### src/rtl/hrsp_pkg.sv
// ----------------------------------------------------------------------------
// hrsp_pkg
// Shared types, codes and helpers for the hex record stream parser.
// ----------------------------------------------------------------------------
package hrsp_pkg;

  // Default longest line kept, in characters
  localparam int MAX_LINE_DEF = 1024;

  // Width used for length and position arithmetic (covers 2 * 255 + 11)
  localparam int LEN_W = 12;

  // Characters of interest
  localparam logic [7:0] CH_COLON = 8'h3A;
  localparam logic [7:0] CH_CR    = 8'h0D;
  localparam logic [7:0] CH_LF    = 8'h0A;
  localparam logic [7:0] CH_0     = 8'h30;
  localparam logic [7:0] CH_9     = 8'h39;
  localparam logic [7:0] CH_LA    = 8'h61;
  localparam logic [7:0] CH_LF_HEX = 8'h66;
  localparam logic [7:0] CH_UA    = 8'h41;
  localparam logic [7:0] CH_UF    = 8'h46;
  localparam logic [7:0] NIB_TEN  = 8'd10;

  // Record types
  localparam logic [7:0] REC_DATA    = 8'h00;
  localparam logic [7:0] REC_EOF     = 8'h01;
  localparam logic [7:0] REC_EXT_SEG = 8'h02;
  localparam logic [7:0] REC_START_S = 8'h03;
  localparam logic [7:0] REC_EXT_LIN = 8'h04;
  localparam logic [7:0] REC_START_L = 8'h05;

  // Line status codes
  typedef enum logic [3:0] {
    ST_DATA_OK   = 4'd0,
    ST_EOF       = 4'd1,
    ST_EXT_OK    = 4'd2,
    ST_FORMAT    = 4'd3,
    ST_CHECKSUM  = 4'd4,
    ST_LENGTH    = 4'd5,
    ST_EMPTY     = 4'd6,
    ST_BAD_EXT   = 4'd7,
    ST_UNHANDLED = 4'd8,
    ST_UNKNOWN   = 4'd9
  } status_e;

  // Input command
  typedef enum logic {
    CMD_CHAR = 1'b0,
    CMD_END  = 1'b1
  } cmd_e;

  // Result kind
  typedef enum logic {
    KIND_BYTE   = 1'b0,
    KIND_STATUS = 1'b1
  } kind_e;

  // Registered input item with its decoded flags
  typedef struct packed {
    cmd_e        cmd;
    logic [3:0]  nibble;
    logic        is_cr;
    logic        is_lf;
    logic        is_colon;
  } char_t;

  // One result item
  typedef struct packed {
    kind_e       kind;
    logic [31:0] byte_address;
    logic [7:0]  byte_value;
    status_e     line_status;
    logic [15:0] data_records;
    logic        finished;
  } result_t;

  // Hex digit value; anything else counts as zero
  function automatic logic [3:0] nibble_of(input logic [7:0] c);
    logic [7:0] v;
    v = 8'd0;
    if (c >= CH_0 && c <= CH_9) begin
      v = c - CH_0;
    end else if (c >= CH_LA && c <= CH_LF_HEX) begin
      v = c - CH_LA + NIB_TEN;
    end else if (c >= CH_UA && c <= CH_UF) begin
      v = c - CH_UA + NIB_TEN;
    end
    return v[3:0];
  endfunction

endpackage

### src/rtl/hrsp_in_stage.sv
// ----------------------------------------------------------------------------
// hrsp_in_stage
// Input register: captures one transfer and pre-decodes the character.
// ----------------------------------------------------------------------------
module hrsp_in_stage import hrsp_pkg::*; (
  input  logic       clk_i,
  input  logic       rst_ni,
  input  logic       in_valid_i,
  output logic       in_stall_o,
  input  logic       cmd_i,
  input  logic [7:0] ch_i,
  input  logic       adv_i,
  output logic       item_valid_o,
  output char_t      item_o
);

  logic  valid_q;
  char_t item_q;
  char_t item_d;

  // Hold while the held item cannot move on
  assign in_stall_o = valid_q && !adv_i;

  // Decode flags ahead of the register
  always_comb begin
    item_d.cmd      = cmd_e'(cmd_i);
    item_d.nibble   = nibble_of(ch_i);
    item_d.is_cr    = (ch_i == CH_CR);
    item_d.is_lf    = (ch_i == CH_LF);
    item_d.is_colon = (ch_i == CH_COLON);
  end

  always_ff @(posedge clk_i or negedge rst_ni) begin
    if (!rst_ni) begin
      valid_q <= 1'b0;
    end else if (!in_stall_o) begin
      valid_q <= in_valid_i;
    end
  end

  // Payload needs no reset
  always_ff @(posedge clk_i) begin
    if (!in_stall_o && in_valid_i) begin
      item_q <= item_d;
    end
  end

  assign item_valid_o = valid_q;
  assign item_o       = item_q;

endmodule

### src/rtl/hrsp_line_core.sv
// ----------------------------------------------------------------------------
// hrsp_line_core
// Record state and per-character update; produces at most one result.
// ----------------------------------------------------------------------------
module hrsp_line_core import hrsp_pkg::*; #(
  parameter int MAX_LINE = MAX_LINE_DEF
) (
  input  logic    clk_i,
  input  logic    rst_ni,
  input  logic    item_valid_i,
  input  char_t   item_i,
  input  logic    adv_i,
  output logic    res_valid_o,
  output result_t res_o
);

  localparam int POS_W = $clog2(MAX_LINE + 1);

  logic [POS_W-1:0] pos_q, pos_d;
  logic [3:0]       hn_q, hn_d;
  logic [7:0]       sum_q, sum_d;
  logic [7:0]       bc_q, bc_d;
  logic [15:0]      raddr_q, raddr_d;
  logic [7:0]       rtype_q, rtype_d;
  logic [15:0]      upper_q, upper_d;
  logic [15:0]      pend_q, pend_d;
  logic [7:0]       didx_q, didx_d;
  logic             colon_q, colon_d;
  logic             eof_q, eof_d;
  logic [15:0]      recs_q, recs_d;
  logic             over_q, over_d;

  logic             fire;
  logic             do_status;
  logic [LEN_W-1:0] len;
  logic [LEN_W-1:0] bc2;
  logic [7:0]       b;
  logic [7:0]       idx;
  status_e          st;

  assign fire = item_valid_i && adv_i;
  assign len  = LEN_W'(pos_q);
  assign bc2  = {{(LEN_W-9){1'b0}}, bc_q, 1'b0};
  assign b    = {hn_q, item_i.nibble};
  assign idx  = 8'((len - LEN_W'(10)) >> 1);

  // Character handling and line judgement
  always_comb begin
    pos_d     = pos_q;
    hn_d      = hn_q;
    sum_d     = sum_q;
    bc_d      = bc_q;
    raddr_d   = raddr_q;
    rtype_d   = rtype_q;
    upper_d   = upper_q;
    pend_d    = pend_q;
    didx_d    = didx_q;
    colon_d   = colon_q;
    eof_d     = eof_q;
    recs_d    = recs_q;
    over_d    = over_q;
    do_status = 1'b0;
    st        = ST_FORMAT;
    res_valid_o = 1'b0;
    res_o       = '0;

    if (fire && !eof_q) begin
      if (item_i.cmd == CMD_END) begin
        do_status = (pos_q != '0) || over_q;
      end else if (item_i.is_cr) begin
        // dropped
      end else if (item_i.is_lf) begin
        do_status = 1'b1;
      end else if (pos_q >= POS_W'(MAX_LINE)) begin
        over_d = 1'b1;
      end else begin
        pos_d = pos_q + POS_W'(1);
        if (pos_q == '0) begin
          colon_d = item_i.is_colon;
        end else if (pos_q[0]) begin
          hn_d = item_i.nibble;
        end else begin
          sum_d = sum_q + b;
          if (len == LEN_W'(2)) begin
            bc_d = b;
          end else if (len == LEN_W'(4)) begin
            raddr_d = {b, raddr_q[7:0]};
          end else if (len == LEN_W'(6)) begin
            raddr_d = {raddr_q[15:8], b};
          end else if (len == LEN_W'(8)) begin
            rtype_d = b;
          end else begin
            if (didx_q == 8'd0) begin
              pend_d = {b, pend_q[7:0]};
            end else if (didx_q == 8'd1) begin
              pend_d = {pend_q[15:8], b};
            end
            if (didx_q != 8'hFF) begin
              didx_d = didx_q + 8'd1;
            end
            // Tentative data byte
            if (colon_q && rtype_q == REC_DATA && len < LEN_W'(10) + bc2) begin
              res_valid_o        = 1'b1;
              res_o.kind         = KIND_BYTE;
              res_o.byte_address = {upper_q, raddr_q} + 32'(idx);
              res_o.byte_value   = b;
              res_o.line_status  = ST_DATA_OK;
              res_o.data_records = recs_q;
              res_o.finished     = 1'b0;
            end
          end
        end
      end
    end

    // End of line: judge the record, then start a fresh line
    if (do_status) begin
      if (over_q) begin
        st = ST_LENGTH;
      end else if (!colon_q || !pos_q[0] || len < LEN_W'(11)) begin
        st = ST_FORMAT;
      end else if (sum_q != 8'd0) begin
        st = ST_CHECKSUM;
      end else if (len != bc2 + LEN_W'(11)) begin
        st = ST_LENGTH;
      end else begin
        case (rtype_q)
          REC_DATA: begin
            if (bc_q == 8'd0) begin
              st = ST_EMPTY;
            end else begin
              st = ST_DATA_OK;
              if (recs_q != 16'hFFFF) begin
                recs_d = recs_q + 16'd1;
              end
            end
          end
          REC_EOF: begin
            st    = ST_EOF;
            eof_d = 1'b1;
          end
          REC_EXT_LIN: begin
            if (raddr_q == 16'd0 && bc_q == 8'd2) begin
              st      = ST_EXT_OK;
              upper_d = pend_q;
            end else begin
              st = ST_BAD_EXT;
            end
          end
          REC_EXT_SEG, REC_START_S, REC_START_L: st = ST_UNHANDLED;
          default:                               st = ST_UNKNOWN;
        endcase
      end
      res_valid_o        = 1'b1;
      res_o.kind         = KIND_STATUS;
      res_o.byte_address = 32'd0;
      res_o.byte_value   = 8'd0;
      res_o.line_status  = st;
      res_o.data_records = recs_d;
      res_o.finished     = eof_d;
      pos_d   = '0;
      hn_d    = 4'd0;
      sum_d   = 8'd0;
      bc_d    = 8'd0;
      raddr_d = 16'd0;
      rtype_d = 8'd0;
      pend_d  = 16'd0;
      didx_d  = 8'd0;
      colon_d = 1'b0;
      over_d  = 1'b0;
    end
  end

  // State registers
  always_ff @(posedge clk_i or negedge rst_ni) begin
    if (!rst_ni) begin
      pos_q   <= '0;
      hn_q    <= 4'd0;
      sum_q   <= 8'd0;
      bc_q    <= 8'd0;
      raddr_q <= 16'd0;
      rtype_q <= 8'd0;
      upper_q <= 16'd0;
      pend_q  <= 16'd0;
      didx_q  <= 8'd0;
      colon_q <= 1'b0;
      eof_q   <= 1'b0;
      recs_q  <= 16'd0;
      over_q  <= 1'b0;
    end else begin
      pos_q   <= pos_d;
      hn_q    <= hn_d;
      sum_q   <= sum_d;
      bc_q    <= bc_d;
      raddr_q <= raddr_d;
      rtype_q <= rtype_d;
      upper_q <= upper_d;
      pend_q  <= pend_d;
      didx_q  <= didx_d;
      colon_q <= colon_d;
      eof_q   <= eof_d;
      recs_q  <= recs_d;
      over_q  <= over_d;
    end
  end

endmodule

### src/rtl/hrsp_out_reg.sv
// ----------------------------------------------------------------------------
// hrsp_out_reg
// Result register: holds one result until the receiver takes the transfer.
// ----------------------------------------------------------------------------
module hrsp_out_reg import hrsp_pkg::*; (
  input  logic    clk_i,
  input  logic    rst_ni,
  input  logic    out_stall_i,
  input  logic    res_valid_i,
  input  result_t res_i,
  output logic    adv_o,
  output logic    out_valid_o,
  output result_t res_o
);

  logic    valid_q;
  result_t res_q;

  // Free when empty or being taken this cycle
  assign adv_o = !valid_q || !out_stall_i;

  always_ff @(posedge clk_i or negedge rst_ni) begin
    if (!rst_ni) begin
      valid_q <= 1'b0;
    end else if (adv_o) begin
      valid_q <= res_valid_i;
    end
  end

  always_ff @(posedge clk_i) begin
    if (adv_o && res_valid_i) begin
      res_q <= res_i;
    end
  end

  assign out_valid_o = valid_q;
  assign res_o       = res_q;

endmodule

### src/rtl/hex_record_stream_parser.sv
// ----------------------------------------------------------------------------
// hex_record_stream_parser
// Checks Intel HEX text one character per transfer and reports data bytes
// and one status per line.
// ----------------------------------------------------------------------------
// Usage:
//   Input channel (in_valid_i / in_stall_o): cmd_i = 0 carries a text
//   character in ch_i, cmd_i = 1 closes any pending line at end of stream.
//   Output channel (out_valid_o / out_stall_i): kind_o = 0 is a tentative
//   data byte with its 32-bit address, kind_o = 1 the end-of-line status
//   that commits or rejects the bytes of that line.
//   Each character yields zero or one result. The character is held in the
//   input register, passes the record core and its result is loaded into the
//   result register, from which it is transferred when the receiver takes it.
//   Throughput is one character per cycle while the receiver does not
//   stall; the per-character record state update sets that rate.
//   When the receiver stalls with a result held, in_stall_o rises in the
//   same cycle if the input register holds a character, and that character
//   waits there; nothing is lost.
//   Reset clears all record state, the upper address, the record count and
//   the end-of-file flag. After a valid end-of-file record every further
//   transfer is taken and ignored.
// ----------------------------------------------------------------------------
module hex_record_stream_parser import hrsp_pkg::*; #(
  parameter int MAX_LINE = MAX_LINE_DEF
) (
  input  logic        clk_i,
  input  logic        rst_ni,
  input  logic        in_valid_i,
  output logic        in_stall_o,
  input  logic        cmd_i,
  input  logic [7:0]  ch_i,
  output logic        out_valid_o,
  input  logic        out_stall_i,
  output logic        kind_o,
  output logic [31:0] byte_address_o,
  output logic [7:0]  byte_value_o,
  output logic [3:0]  line_status_o,
  output logic [15:0] data_records_o,
  output logic        finished_o
);

  logic    adv;
  logic    item_valid;
  char_t   item;
  logic    res_valid;
  result_t res;
  result_t out_res;

  hrsp_in_stage u_in (
    .clk_i        (clk_i),
    .rst_ni       (rst_ni),
    .in_valid_i   (in_valid_i),
    .in_stall_o   (in_stall_o),
    .cmd_i        (cmd_i),
    .ch_i         (ch_i),
    .adv_i        (adv),
    .item_valid_o (item_valid),
    .item_o       (item)
  );

  hrsp_line_core #(
    .MAX_LINE (MAX_LINE)
  ) u_core (
    .clk_i        (clk_i),
    .rst_ni       (rst_ni),
    .item_valid_i (item_valid),
    .item_i       (item),
    .adv_i        (adv),
    .res_valid_o  (res_valid),
    .res_o        (res)
  );

  hrsp_out_reg u_out (
    .clk_i       (clk_i),
    .rst_ni      (rst_ni),
    .out_stall_i (out_stall_i),
    .res_valid_i (res_valid),
    .res_i       (res),
    .adv_o       (adv),
    .out_valid_o (out_valid_o),
    .res_o       (out_res)
  );

  assign kind_o         = out_res.kind;
  assign byte_address_o = out_res.byte_address;
  assign byte_value_o   = out_res.byte_value;
  assign line_status_o  = out_res.line_status;
  assign data_records_o = out_res.data_records;
  assign finished_o     = out_res.finished;

  // Input only backs up behind a held, stalled result
  a_stall_cause : assert property (@(posedge clk_i) disable iff (!rst_ni)
    in_stall_o |-> (out_valid_o && out_stall_i))
    else $error("input stalled without a stalled result");

  // Finished is only ever reported by the end-of-file status itself
  a_finished_eof : assert property (@(posedge clk_i) disable iff (!rst_ni)
    (out_valid_o && finished_o) |-> (kind_o && line_status_o == ST_EOF))
    else $error("finished flag outside an end-of-file status");

  // A data byte carries no status and no finished flag
  a_byte_clean : assert property (@(posedge clk_i) disable iff (!rst_ni)
    (out_valid_o && !kind_o) |-> (line_status_o == ST_DATA_OK && !finished_o))
    else $error("data byte carries status bits");

endmodule
### config.mk
export PLATFORM = sky130hd
export DESIGN_NAME = hex_record_stream_parser
export DESIGN_NICKNAME = d
export VERILOG_FILES = /design/src/rtl/hrsp_pkg.sv /design/src/rtl/hrsp_in_stage.sv /design/src/rtl/hrsp_line_core.sv /design/src/rtl/hrsp_out_reg.sv /design/src/rtl/hex_record_stream_parser.sv
export SDC_FILE = /design/constraint.sdc
export NUM_CORES = 1
export LEC_CHECK = 0
export BUFFER_PORTS_ARGS = -buffer_cell sky130_fd_sc_hd__clkbuf_2
export CORE_UTILIZATION = 55
export DETAILED_ROUTE_END_ITERATION = 7
export GPL_ROUTABILITY_DRIVEN = 1
export PLACE_DENSITY = 0.74
export SYNTH_ARGS = -nofsm -noshare
export SYNTH_HDL_FRONTEND = slang
export SYNTH_SLANG_ARGS = --single-unit
### constraint.sdc
create_clock -name clk_i -period 4.4 [get_ports clk_i]
set_input_delay 0.22 -clock clk_i [delete_from_list [all_inputs] [get_ports clk_i]]
set_output_delay 0.22 -clock clk_i [all_outputs]
set_load 0.005 [all_outputs]
==> impl_metrics.csv <==
group,metric,value,unit
detailed_routing,routed_wl,21660,microns
timing,tns,0,ps
synthesis,syn_nets,1004,
layout,layout_common_cells,"dfrtp_1, nand2_1, nor2_1",
clock_tree,clock_latency,440,ps
global_routing,grtUsageTotal,24.99,%
synthesis,synth_area,9844,sq um
critical_path,cp_max_fo,5,
synthesis,synth_cells,948,
detailed_routing,antenna_left,0,
power,peakVddDrop,0.3231,mV
critical_path,start_kind,"flip-flop",
timing,fin_crit_sh,84.93,%
timing,setup_violations,0,
global_routing,grt_pass1_vias,6888,
synthesis,ys_seq_area_share,50.84,%
critical_path,slowest_delay,590,ps
layout,n_antenna_cell,0,
layout,fin_nets,1075,
synthesis,avgSynthCellArea,10.38,sq um
detailed_routing,drc_errors,0,
floorplanning,fp.dieW,135.8,microns
timing,max_freq,267.6,MHz
synthesis,yosys_register_bits,186,
critical_path,slowest_stage,"or4_4",
critical_path,worstPathArrival,3930,ps
layout,synthToLayoutAreaGrowth,12.56,%
floorplanning,core,17420,sq um
detailed_routing,drt_first_pass_iters,5,
detailed_routing,via_per_inst,5.816,
critical_path,path_buf_inv,0,
global_routing,gr-total-overflow,0,
layout,final_common_cell,"dfrtp_1",
floorplanning,dieArea,18440,sq um
clock_tree,htreeDepth,4,
run,drv_cap,0,
clock_tree,clock_sinks,186,
critical_path,critPathTopFamily,"simple AND/OR/NAND/NOR gates",
synthesis,async_reset_ff_share,62.37,%
floorplanning,row_count,48,
hold_path,worstHoldPathType,"in -> reg",
synthesis,synth-edff-count,70,
placement,dp_hpwl,14910,microns
synthesis,synth_top_flop_cell,"dfrtp_1",
layout,final_layout_size_suffix_gt1_share,15.89,%
hold_path,hp-start,"out_stall_i",
critical_path,cp-end-kind,"flip-flop",
critical_path,crit_chain,"ha_1 > nor2_1 > nor2_1 > nand3_1 > xnor2_1 > ha_1 > nand4b_4 > or4_4 > or3_4 > nor4_1 > mux2_2 > and2_1",
global_routing,antenna_found_initial,0,
synthesis,ys_types,69,
global_routing,grt_max_degree,55,
placement,place_congestion,0.9005,
floorplanning,io_pins,77,
layout,finalCoreUtilization,63.62,%
critical_path,startpoint,"u_core.bc_q[1]",
detailed_routing,vias,7311,
global_routing,grt_first_pass_wirelength,35080,microns
floorplanning,die_y,135.8,microns
clock_tree,clockRootBuffer,"clkbuf_16",
clock_tree,cts.repair.resized,0,
timing,skew,9.416,ps
clock_tree,clock_path_buffers,2,
power,total_power,4390,uW
timing,slew_headroom,25.66,%
critical_path,cp.required,4600,ps
critical_path,critical_path_class,"reg -> reg",
timing,rsz0062_at_grt,"false",
detailed_routing,drt_iter0_drc,578,
timing,worstMarginPinSlew,1112,ps
detailed_routing,wl_per_cell,17.23,microns
clock_tree,cts_tree,"built",
timing,layout_min_cycle_time,3737,ps
critical_path,worstReg2RegStart,"u_core.bc_q[1]",
synthesis,yosysWarnings,0,
layout,stdcell_area,11080,sq um
power,powerDensity,396.2,nW/um^2
clock_tree,cts-buffers-inserted,17,
placement,placed_area,10450,sq um
timing,slew_viol_final,0,
clock_tree,path_clk_slew,70,ps
power,p_leak,0.004822,uW
timing,hold_viol,0,
placement,pre_cts_slack,715.8,ps
timing,setup_slack,662.9,ps
floorplanning,start_util,56.52,%
run_status,outcome,"finished, final reports clean",
critical_path,ff2ff_setup_slack,660,ps
placement,portBuffers,76,
per-stage QoR:
stage               std cells  hold slack (ps)
floorplan                 948           -75.59
CTS                      1257            56.97
global route             1257            101.9
global placement         1222            213.5
finish                   1257            70.86
detailed placement       1222            210.6
cell type report:
| cell class | instances | area, sq um |
|---|---|---|
| fillers | 1375 | 6336 |
| flip-flops and latches | 186 | 5005 |
| multi-input cells | 689 | 4552 |
| repair buffers | 93 | 518.0 |
| clock buffers | 17 | 425.4 |
| well taps | 225 | 281.5 |
| clock inverters | 15 | 178.9 |
| inverters | 32 | 120.1 |
per-layer routing:
metal | up-vias | track usage [%] | part of all wire (%)
li1 | 3555 | - | -
met1 | 3490 | 34.54 | 46
met2 | 225 | 38.95 | 46
met3 | 41 | 4.751 | 6.0
met4 | 0 | 9.551 | 2.5
met5 | - | 0 | 0
power by group:
| part | leakage (uW) | internal [uW] | switching [uW] |
|---|---|---|---|
| combinational | 0.00225 | 257 | 522 |
| sequential | 0.00228 | 1960 | 99.0 |
| clock | 0.000296 | 816 | 739 |
| total | 0.00482 | 3030 | 1360 |
worst min-delay path, cell delays in order:
cell and delay (ps):
clkbuf_2 90, nand3_1 90, nand2b_1 60
repair_timing:
| action | in CTS | in global routing |
|---|---|---|
| endpoints found under the hold margin | 36 | 0 |
| hold buffers | 3 | 0 |
| buffers inserted | 0 | 0 |
cell families (layout without fill, tap and decap cells):
logic type | count (synthesis) | count (layout) | share of synthesized area [%]
simple gates | 383 | 383 | 19.88
buf+inv | 73 | 157 | 3.038
compound gates | 163 | 163 | 10.73
flops | 186 | 186 | 50.84
mux | 29 | 29 | 3.584
fa+ha+maj | 43 | 43 | 5.618
xor+xnor | 71 | 71 | 6.317
path summary, 6_finish.rpt:
kind,to,cells past startpoint
min in group asynchronous,u_core.bc_q[7],2
hold / removal,u_in.item_valid_o,3
setup / recovery,u_out.res_o[16],12
hold reg to reg,u_core.eof_q,1
setup reg to reg,u_out.res_o[16],12
max in group asynchronous,u_core.pend_q[13],3
state kept, by name, indices dropped and copies added, names as in the netlist:
signal / cells
u_core.pend_q: 16
u_in.item_o: 8
u_in.item_valid_o: 1
u_out.res_o: 62
u_core.recs_q: 16
u_core.sum_q: 8
u_core.eof_q: 1
u_core.upper_q: 16
u_core.colon_q: 1
u_out.out_valid_o: 1
u_core.over_q: 1
u_core.didx_q: 8
u_core.pos_q: 11
u_core.rtype_q: 8
u_core.raddr_q: 16
u_core.bc_q: 8
u_core.hn_q: 4
Yosys cell counts, types with 3 or more instances:
master       n  area share [%]
and3_1      17             1.1
a2111oi_0    3            0.27
xor2_1      49             4.4
or4_1        4            0.31
nor4b_1      3            0.27
nor4_1      17             1.1
nand2_1    106             4.0
o21ai_0     68             3.5
a211oi_1     5            0.38
edfxtp_1    70              21
clkbuf_1    29             1.1
nand3_1     44             2.2
mux2i_1      9            0.92
dfrtp_1    116              29
inv_1       31             1.2
o21a_1       3            0.23
o211ai_1     5            0.38
or3_1        3            0.19
a21oi_1     16            0.81
or2_2        4            0.25
buf_2        8            0.41
mux2_2      10             1.1
nor4_2       4            0.51
a22o_1      18             1.6
and2_1      21             1.3
a31oi_1     12            0.76
nor2b_1      4            0.25
o41ai_1      4            0.36
nor2_1      95             3.6
a21o_1       5            0.38
o31ai_1      9            0.69
and4_1       4            0.36
mux2_4      10             1.5
ha_1        41             5.2
nand4_1     17             1.1
nand2b_1     5            0.32
xnor2_1     22             2.0
nor3_1      19            0.97
o21bai_1     3            0.23
Note: power is estimated with default switching activity, not from simulation.
